$ cat src/hdl/ddo_pkg.sv
`default_nettype none

package ddo_pkg;

    // Iterative units
    localparam int CORDIC_STEPS = 16;
    localparam int CORDIC_W     = 34;
    localparam int CORDIC_IDX_W = 5;
    localparam logic [CORDIC_IDX_W-1:0] CORDIC_LAST = CORDIC_IDX_W'(CORDIC_STEPS - 1);
    localparam logic signed [CORDIC_W-1:0] CORDIC_GAIN = 34'sd652032874;

    localparam int DIV_W     = 64;
    localparam int DEN_W     = 32;
    localparam int DIV_CNT_W = $clog2(DIV_W);
    localparam logic [DIV_CNT_W-1:0] DIV_LAST = DIV_CNT_W'(DIV_W - 1);

    // Configuration
    localparam int CFG_IDX_W  = 1;
    localparam int CFG_DATA_W = 24;
    localparam logic [CFG_IDX_W-1:0] CFG_TICKS_PER_METER = 1'd0;
    localparam logic [CFG_IDX_W-1:0] CFG_TRACK_WIDTH     = 1'd1;
    localparam logic [15:0] TPM_RESET = 16'd400;
    localparam logic [23:0] TW_RESET  = 24'd57581;

    // Scale constants
    localparam logic [29:0] BAM_SCALE = 30'd683565276;
    localparam logic [19:0] US_PER_S  = 20'd1000000;
    localparam logic [43:0] TH_CLAMP  = 44'h800_0000_0000;

    // Datapath operations issued by the controller
    typedef logic [4:0] t_op;
    localparam t_op OP_NOP     = 5'd0;
    localparam t_op OP_LOAD    = 5'd1;
    localparam t_op OP_DIV_D   = 5'd2;
    localparam t_op OP_CAP_D   = 5'd3;
    localparam t_op OP_DIV_M   = 5'd4;
    localparam t_op OP_CAP_M   = 5'd5;
    localparam t_op OP_DIV_T   = 5'd6;
    localparam t_op OP_CAP_T   = 5'd7;
    localparam t_op OP_BAM_LO  = 5'd8;
    localparam t_op OP_BAM_HI  = 5'd9;
    localparam t_op OP_COR_H   = 5'd10;
    localparam t_op OP_CAP_H   = 5'd11;
    localparam t_op OP_MUL_LO  = 5'd12;
    localparam t_op OP_MUL_HI  = 5'd13;
    localparam t_op OP_UPDATE  = 5'd14;
    localparam t_op OP_COR_Q   = 5'd15;
    localparam t_op OP_CAP_Q   = 5'd16;
    localparam t_op OP_MUL_LIN = 5'd17;
    localparam t_op OP_DIV_LIN = 5'd18;
    localparam t_op OP_CAP_LIN = 5'd19;
    localparam t_op OP_MUL_ANG = 5'd20;
    localparam t_op OP_DIV_ANG = 5'd21;
    localparam t_op OP_CAP_ANG = 5'd22;
    localparam t_op OP_OUT     = 5'd23;

    typedef struct packed {
        t_op op;
    } t_cmd;

    typedef struct packed {
        logic div_busy;
        logic div_done;
        logic cor_busy;
        logic cor_done;
    } t_status;

    // Arctangent of 2^-i in binary-angle units.
    function automatic logic [31:0] atan_lut(input logic [CORDIC_IDX_W-1:0] idx);
        logic [31:0] v;
        unique case (idx)
            5'd0:  v = 32'd536870912;
            5'd1:  v = 32'd316933406;
            5'd2:  v = 32'd167458907;
            5'd3:  v = 32'd85004756;
            5'd4:  v = 32'd42667331;
            5'd5:  v = 32'd21354465;
            5'd6:  v = 32'd10679838;
            5'd7:  v = 32'd5340245;
            5'd8:  v = 32'd2670163;
            5'd9:  v = 32'd1335087;
            5'd10: v = 32'd667544;
            5'd11: v = 32'd333772;
            5'd12: v = 32'd166886;
            5'd13: v = 32'd83443;
            5'd14: v = 32'd41722;
            5'd15: v = 32'd20861;
            5'd16: v = 32'd10430;
            5'd17: v = 32'd5215;
            5'd18: v = 32'd2608;
            5'd19: v = 32'd1304;
            5'd20: v = 32'd652;
            5'd21: v = 32'd326;
            5'd22: v = 32'd163;
            5'd23: v = 32'd81;
            5'd24: v = 32'd41;
            5'd25: v = 32'd20;
            5'd26: v = 32'd10;
            5'd27: v = 32'd5;
            5'd28: v = 32'd3;
            5'd29: v = 32'd1;
            5'd30: v = 32'd1;
            default: v = 32'd0;
        endcase
        return v;
    endfunction

    // Signed saturation of a sign and magnitude quotient to 32 bits.
    function automatic logic [31:0] sat32(input logic neg, input logic [DIV_W-1:0] mag);
        logic [31:0] v;
        if (neg) begin
            if (mag > DIV_W'(64'h8000_0000)) begin
                v = 32'h8000_0000;
            end else begin
                v = 32'(-mag[31:0]);
            end
        end else begin
            if (mag > DIV_W'(64'h7FFF_FFFF)) begin
                v = 32'h7FFF_FFFF;
            end else begin
                v = mag[31:0];
            end
        end
        return v;
    endfunction

    // Round Q2.30 to Q1.15 with saturation.
    function automatic logic [15:0] to_q15(input logic signed [CORDIC_W-1:0] v);
        logic signed [CORDIC_W:0]    t;
        logic signed [CORDIC_W-15:0] r;
        logic [15:0]                 q;
        t = (CORDIC_W+1)'(v) + (CORDIC_W+1)'(16384);
        r = (CORDIC_W-14)'(t >>> 15);
        if (r > (CORDIC_W-14)'(32767)) begin
            q = 16'h7FFF;
        end else if (r < -(CORDIC_W-14)'(32768)) begin
            q = 16'h8000;
        end else begin
            q = r[15:0];
        end
        return q;
    endfunction

endpackage

`default_nettype wire

$ cat src/hdl/ddo_ctrl.sv
`default_nettype none

// Sequencer that walks one update through the datapath.
module ddo_ctrl (
    input  wire logic             i_clk,
    input  wire logic             i_rst_n,
    input  wire logic             i_in_valid,
    output logic                  o_in_ready,
    output logic                  o_out_valid,
    input  wire logic             i_out_ready,
    input  wire ddo_pkg::t_status i_status,
    output ddo_pkg::t_cmd         o_cmd
);

    localparam logic [4:0] S_IDLE    = 5'd0;
    localparam logic [4:0] S_DIV_D   = 5'd1;
    localparam logic [4:0] S_CAP_D   = 5'd2;
    localparam logic [4:0] S_DIV_M   = 5'd3;
    localparam logic [4:0] S_CAP_M   = 5'd4;
    localparam logic [4:0] S_DIV_T   = 5'd5;
    localparam logic [4:0] S_CAP_T   = 5'd6;
    localparam logic [4:0] S_BAM_LO  = 5'd7;
    localparam logic [4:0] S_BAM_HI  = 5'd8;
    localparam logic [4:0] S_COR_H   = 5'd9;
    localparam logic [4:0] S_CAP_H   = 5'd10;
    localparam logic [4:0] S_MUL_LO  = 5'd11;
    localparam logic [4:0] S_MUL_HI  = 5'd12;
    localparam logic [4:0] S_UPDATE  = 5'd13;
    localparam logic [4:0] S_COR_Q   = 5'd14;
    localparam logic [4:0] S_CAP_Q   = 5'd15;
    localparam logic [4:0] S_MUL_LIN = 5'd16;
    localparam logic [4:0] S_DIV_LIN = 5'd17;
    localparam logic [4:0] S_CAP_LIN = 5'd18;
    localparam logic [4:0] S_MUL_ANG = 5'd19;
    localparam logic [4:0] S_DIV_ANG = 5'd20;
    localparam logic [4:0] S_CAP_ANG = 5'd21;
    localparam logic [4:0] S_OUT     = 5'd22;

    logic [4:0] r_state;
    logic [4:0] n_state;
    logic       r_out_valid;
    logic       n_out_valid;

    always_comb begin
        n_state     = r_state;
        n_out_valid = r_out_valid && !i_out_ready;
        o_cmd.op    = ddo_pkg::OP_NOP;
        unique case (r_state)
            S_IDLE: begin
                if (i_in_valid) begin
                    o_cmd.op = ddo_pkg::OP_LOAD;
                    n_state  = S_DIV_D;
                end
            end
            S_DIV_D: begin
                o_cmd.op = ddo_pkg::OP_DIV_D;
                n_state  = S_CAP_D;
            end
            S_CAP_D: begin
                o_cmd.op = ddo_pkg::OP_CAP_D;
                if (i_status.div_done) begin
                    n_state = S_DIV_M;
                end
            end
            S_DIV_M: begin
                o_cmd.op = ddo_pkg::OP_DIV_M;
                n_state  = S_CAP_M;
            end
            S_CAP_M: begin
                o_cmd.op = ddo_pkg::OP_CAP_M;
                if (i_status.div_done) begin
                    n_state = S_DIV_T;
                end
            end
            S_DIV_T: begin
                o_cmd.op = ddo_pkg::OP_DIV_T;
                n_state  = S_CAP_T;
            end
            S_CAP_T: begin
                o_cmd.op = ddo_pkg::OP_CAP_T;
                if (i_status.div_done) begin
                    n_state = S_BAM_LO;
                end
            end
            S_BAM_LO: begin
                o_cmd.op = ddo_pkg::OP_BAM_LO;
                n_state  = S_BAM_HI;
            end
            S_BAM_HI: begin
                o_cmd.op = ddo_pkg::OP_BAM_HI;
                n_state  = S_COR_H;
            end
            S_COR_H: begin
                o_cmd.op = ddo_pkg::OP_COR_H;
                n_state  = S_CAP_H;
            end
            S_CAP_H: begin
                o_cmd.op = ddo_pkg::OP_CAP_H;
                if (i_status.cor_done) begin
                    n_state = S_MUL_LO;
                end
            end
            S_MUL_LO: begin
                o_cmd.op = ddo_pkg::OP_MUL_LO;
                n_state  = S_MUL_HI;
            end
            S_MUL_HI: begin
                o_cmd.op = ddo_pkg::OP_MUL_HI;
                n_state  = S_UPDATE;
            end
            S_UPDATE: begin
                o_cmd.op = ddo_pkg::OP_UPDATE;
                n_state  = S_COR_Q;
            end
            S_COR_Q: begin
                o_cmd.op = ddo_pkg::OP_COR_Q;
                n_state  = S_CAP_Q;
            end
            S_CAP_Q: begin
                o_cmd.op = ddo_pkg::OP_CAP_Q;
                if (i_status.cor_done) begin
                    n_state = S_MUL_LIN;
                end
            end
            S_MUL_LIN: begin
                o_cmd.op = ddo_pkg::OP_MUL_LIN;
                n_state  = S_DIV_LIN;
            end
            S_DIV_LIN: begin
                o_cmd.op = ddo_pkg::OP_DIV_LIN;
                n_state  = S_CAP_LIN;
            end
            S_CAP_LIN: begin
                o_cmd.op = ddo_pkg::OP_CAP_LIN;
                if (i_status.div_done) begin
                    n_state = S_MUL_ANG;
                end
            end
            S_MUL_ANG: begin
                o_cmd.op = ddo_pkg::OP_MUL_ANG;
                n_state  = S_DIV_ANG;
            end
            S_DIV_ANG: begin
                o_cmd.op = ddo_pkg::OP_DIV_ANG;
                n_state  = S_CAP_ANG;
            end
            S_CAP_ANG: begin
                o_cmd.op = ddo_pkg::OP_CAP_ANG;
                if (i_status.div_done) begin
                    n_state = S_OUT;
                end
            end
            S_OUT: begin
                // Hold the finished result until the previous one has left.
                if (!r_out_valid || i_out_ready) begin
                    o_cmd.op    = ddo_pkg::OP_OUT;
                    n_out_valid = 1'b1;
                    n_state     = S_IDLE;
                end
            end
            default: begin
                n_state = S_IDLE;
            end
        endcase
    end

    always_ff @(posedge i_clk) begin
        if (!i_rst_n) begin
            r_state     <= S_IDLE;
            r_out_valid <= 1'b0;
        end else begin
            r_state     <= n_state;
            r_out_valid <= n_out_valid;
        end
    end

    assign o_in_ready  = (r_state == S_IDLE);
    assign o_out_valid = r_out_valid;

endmodule

`default_nettype wire

$ cat config.mk
export PLATFORM = sky130hd
export DESIGN_NAME = ddo_ctrl
export DESIGN_NICKNAME = d
export VERILOG_FILES = /design/src/hdl/ddo_pkg.sv /design/src/hdl/ddo_ctrl.sv
export SDC_FILE = /design/constraint.sdc
export NUM_CORES = 1
export LEC_CHECK = 0
export ABC_AREA = 0
export BUFFER_PORTS_ARGS = -buffer_cell sky130_fd_sc_hd__buf_2
export CAP_MARGIN = 20
export CORE_UTILIZATION = 25
export CTS_BUF_LIST = sky130_fd_sc_hd__clkbuf_16
export DETAILED_ROUTE_END_ITERATION = 16
export GPL_TIMING_DRIVEN = 0
export SYNTH_ARGS = -nofsm -noshare
export SYNTH_HDL_FRONTEND = slang
export SYNTH_SLANG_ARGS = --single-unit
$ cat constraint.sdc
create_clock -name i_clk -period 2.2 [get_ports i_clk]
set_clock_uncertainty 0.2 [all_clocks]
set_input_delay 0 -clock i_clk [delete_from_list [all_inputs] [get_ports i_clk]]
set_output_delay 0 -clock i_clk [all_outputs]
set_load 0.05 [all_outputs]
==> flow_summary_export.csv <==
group,metric,value,unit
critical_path,crit_path_end,"o_out_valid",
routing,vias_per_cell,4.86,
critical_path,worst_setup_path_end_kind,"flop",
critical_path,rrSetupSlack,0.25,ns
yosys,yosysWarnings,0,
routing,wl_per_cell,11.9,um
routing,antenna_left,0,
critical_path,r2r-start,"r_state[1]",
yosys,ys.flop_type,"dfxtp_1",
clock_tree,clk_pin_slew,0.03,ns
clock_tree,root_buffer,"clkbuf_16",
yosys,ys_seq_area_frac,0.225,
critical_path,reg2reg_to,"o_out_valid",
yosys,yosysTopAreaCellShare,0.225,
finish,layout-drive-gt1-share,0.306,
yosys,synth_largest_area_cell,"dfxtp_1",
outcome,outcome,"complete, no violations",
die,die_y,48.2,um
timing,slew_violations,0,
critical_path,crit_arrival,1.92,ns
global_routing,grtUsageTotal,0.118,
critical_path,crit_path_start,"r_state[1]",
critical_path,r2r_cells,5,
routing,drt-total-wl,1330,um
clock_tree,cts_sinks,6,
critical_path,crit_slowest_cell,"dlygate4sd3_1",
placement,gp_congestion,0.742,
run,max_cap_viol_count,0,
power,peakVddDrop,0.487,mV
timing,setup_viol,0,
die,coreArea,1980,um2
timing,finalHoldViolCount,0,
die,io_pins,15,
die,rows,16,
die,start_util,0.270,
timing,post-route-worst-setup-slack,0.253,ns
clock_tree,postCtsSetupRepairBufs,0,
worst_hold_path,worstHoldPathCells,4,
clock_tree,clkLatencyLatePin,0.23,ns
worst_hold_path,hold_path_class,"input pin to flop",
yosys,synth_edf_count,0,
yosys,synth_cells,67,
timing,tightest_slew,0.351,ns
global_routing,first_global_vias,404,
yosys,ys_top_cells_by_count,"o21ai_0, nor2_1, dfxtp_1",
timing,period_share,0.885,
power,p_per_area,1140,nW/um2
clock_tree,cts_max_path_buffers,2,
placement,io_buffer_count,11,
yosys,synthArstFlopShare,0,
global_routing,grt_antenna_before_repair,0,
global_routing,grt_overflow,0,
timing,fin_crit,1.95,ns
critical_path,cp-start-kind,"flop",
finish,layout.nets,95,
clock_tree,cts_tree,"done",
clock_tree,cts_made_buffers,3,
yosys,ys_top_cells_by_area,"dfxtp_1, o21ai_0, mux2i_1, nor2_1, xor2_1",
timing,rsz0062_at_grt,"no",
placement,dp_hpwl,887,um
yosys,synth_cell_types,31,
worst_hold_path,worstHoldStart,"i_in_valid",
critical_path,cpPeakStageDelay,0.55,ns
clock_tree,htreeDepth,1,
die,die_area,2330,um2
die,die_x,48.2,um
global_routing,grt_pass1_wl,1780,um
critical_path,crit_fanout,9,
routing,first_pass_iters,4,
critical_path,crit_type,"flop to flop",
global_routing,grt_max_degree,11,
timing,tns,0,ns
timing,fin_worst_hold_slack,0.142,ns
critical_path,cp_cell_sequence,"clkbuf_2, and2_1, nand3b_1, a21oi_1, dlygate4sd3_1",
timing,slew_headroom,0.766,
routing,via_count,544,
placement,dpl_worst_slack,0.373,ns
yosys,syn-num-nets,75,
yosys,ys_ff_latch,6,
routing,drtIter0Drc,17,
routing,drc,0,
yosys,syn_area_per_cell,7.97,um2
yosys,syn-cell-area,534,um2
critical_path,required,2.17,ns
yosys,yosysMostFrequentCell,"o21ai_0",
power,finalPower,845,uW
finish,syn2layout_area_growth,39.1,%
timing,fmax,514,MHz
finish,antenna_cells,0,
power,p_leak,0.348,nW
==> timing repair <==
item / in CTS / in global routing
gates resized for setup: 0 / 0
hold buffers: 4 / 0
endpoints found under the hold margin: 5 / 0
==> per-layer routing <==
layer | vias to the layer above | global-route usage | wire (um)
li1 | 274 | - | -
met2 | 20 | 0.163 | 587
met1 | 246 | 0.131 | 599
met4 | 0 | 0.106 | 34
met3 | 4 | 0.0630 | 112
met5 | - | 0 | 0
==> worst min path at each step <==
stage	endpoint	slack [ns]
2_1_floorplan	o_cmd[0]	0.04
3_3_place_gp	o_out_valid	0.17
3_5_place_dp	o_out_valid	0.19
4_1_cts	r_state[0]	0.14
5_1_grt	r_state[0]	0.16
6_report	r_state[0]	0.14
==> where the power goes <==
part | switching (mW) | internal (mW) | total [mW]
Sequential | 0.0208 | 0.126 | 0.147
Clock | 0.0623 | 0.233 | 0.296
Combinational | 0.267 | 0.136 | 0.403
Total | 0.350 | 0.495 | 0.845
==> layout by cell type (no fill, tap or decap), types with 3 or more instances in the layout <==
cell type,count
nor2b_1,4
mux2i_1,3
dfxtp_1,6
nor2_1,7
o21ai_0,8
nand2_1,5
a21o_1,3
buf_2,12
xor2_1,3
dlygate4sd3_1,4
clkbuf_16,3
==> through the flow <==
stage / cells / cell area, um2 / utilization
2_1_floorplan: 67 / 539 / -
3_3_place_gp: 105 / 628 / 0.317
3_5_place_dp: 105 / 628 / 0.317
4_1_cts: 112 / 743 / 0.375
5_1_grt: 112 / 743 / 0.375
6_report: 112 / 743 / 0.375
==> critical path: cells and delay by family (launching register included) <==
family,cells,cell delay (ns)
simple gates,2,0.46
compound gates,1,0.19
buf+inv,2,0.74
flops,1,0.29
==> cell type report <==
class | count | area, um2
multi-input combinational | 54 | 378
buffer | 6 | 37.5
timing repair buffer | 15 | 95.1
clock buffer | 3 | 75.1
sequential | 6 | 120
tap | 27 | 33.8
fill | 203 | 1240
inverter | 1 | 3.75
==> flip-flops by register name (all words and copies together) (netlist names) <==
| signal | flops |
|---|---|
| r_state | 5 |
| o_out_valid | 1 |
==> cells by family (layout without fill, tap and decap cells) <==
group | Yosys count | after routing | synth area share
AOI/OAI and AO/OA | 17 | 17 | 0.197
xor gates and xnor gates | 3 | 3 | 0.0492
buffers and inverters | 7 | 25 | 0.0773
DFF | 6 | 6 | 0.225
muxes | 3 | 3 | 0.0562
and+or+nand+nor | 31 | 31 | 0.396
No activity file was read; power rests on OpenSTA's default activity.
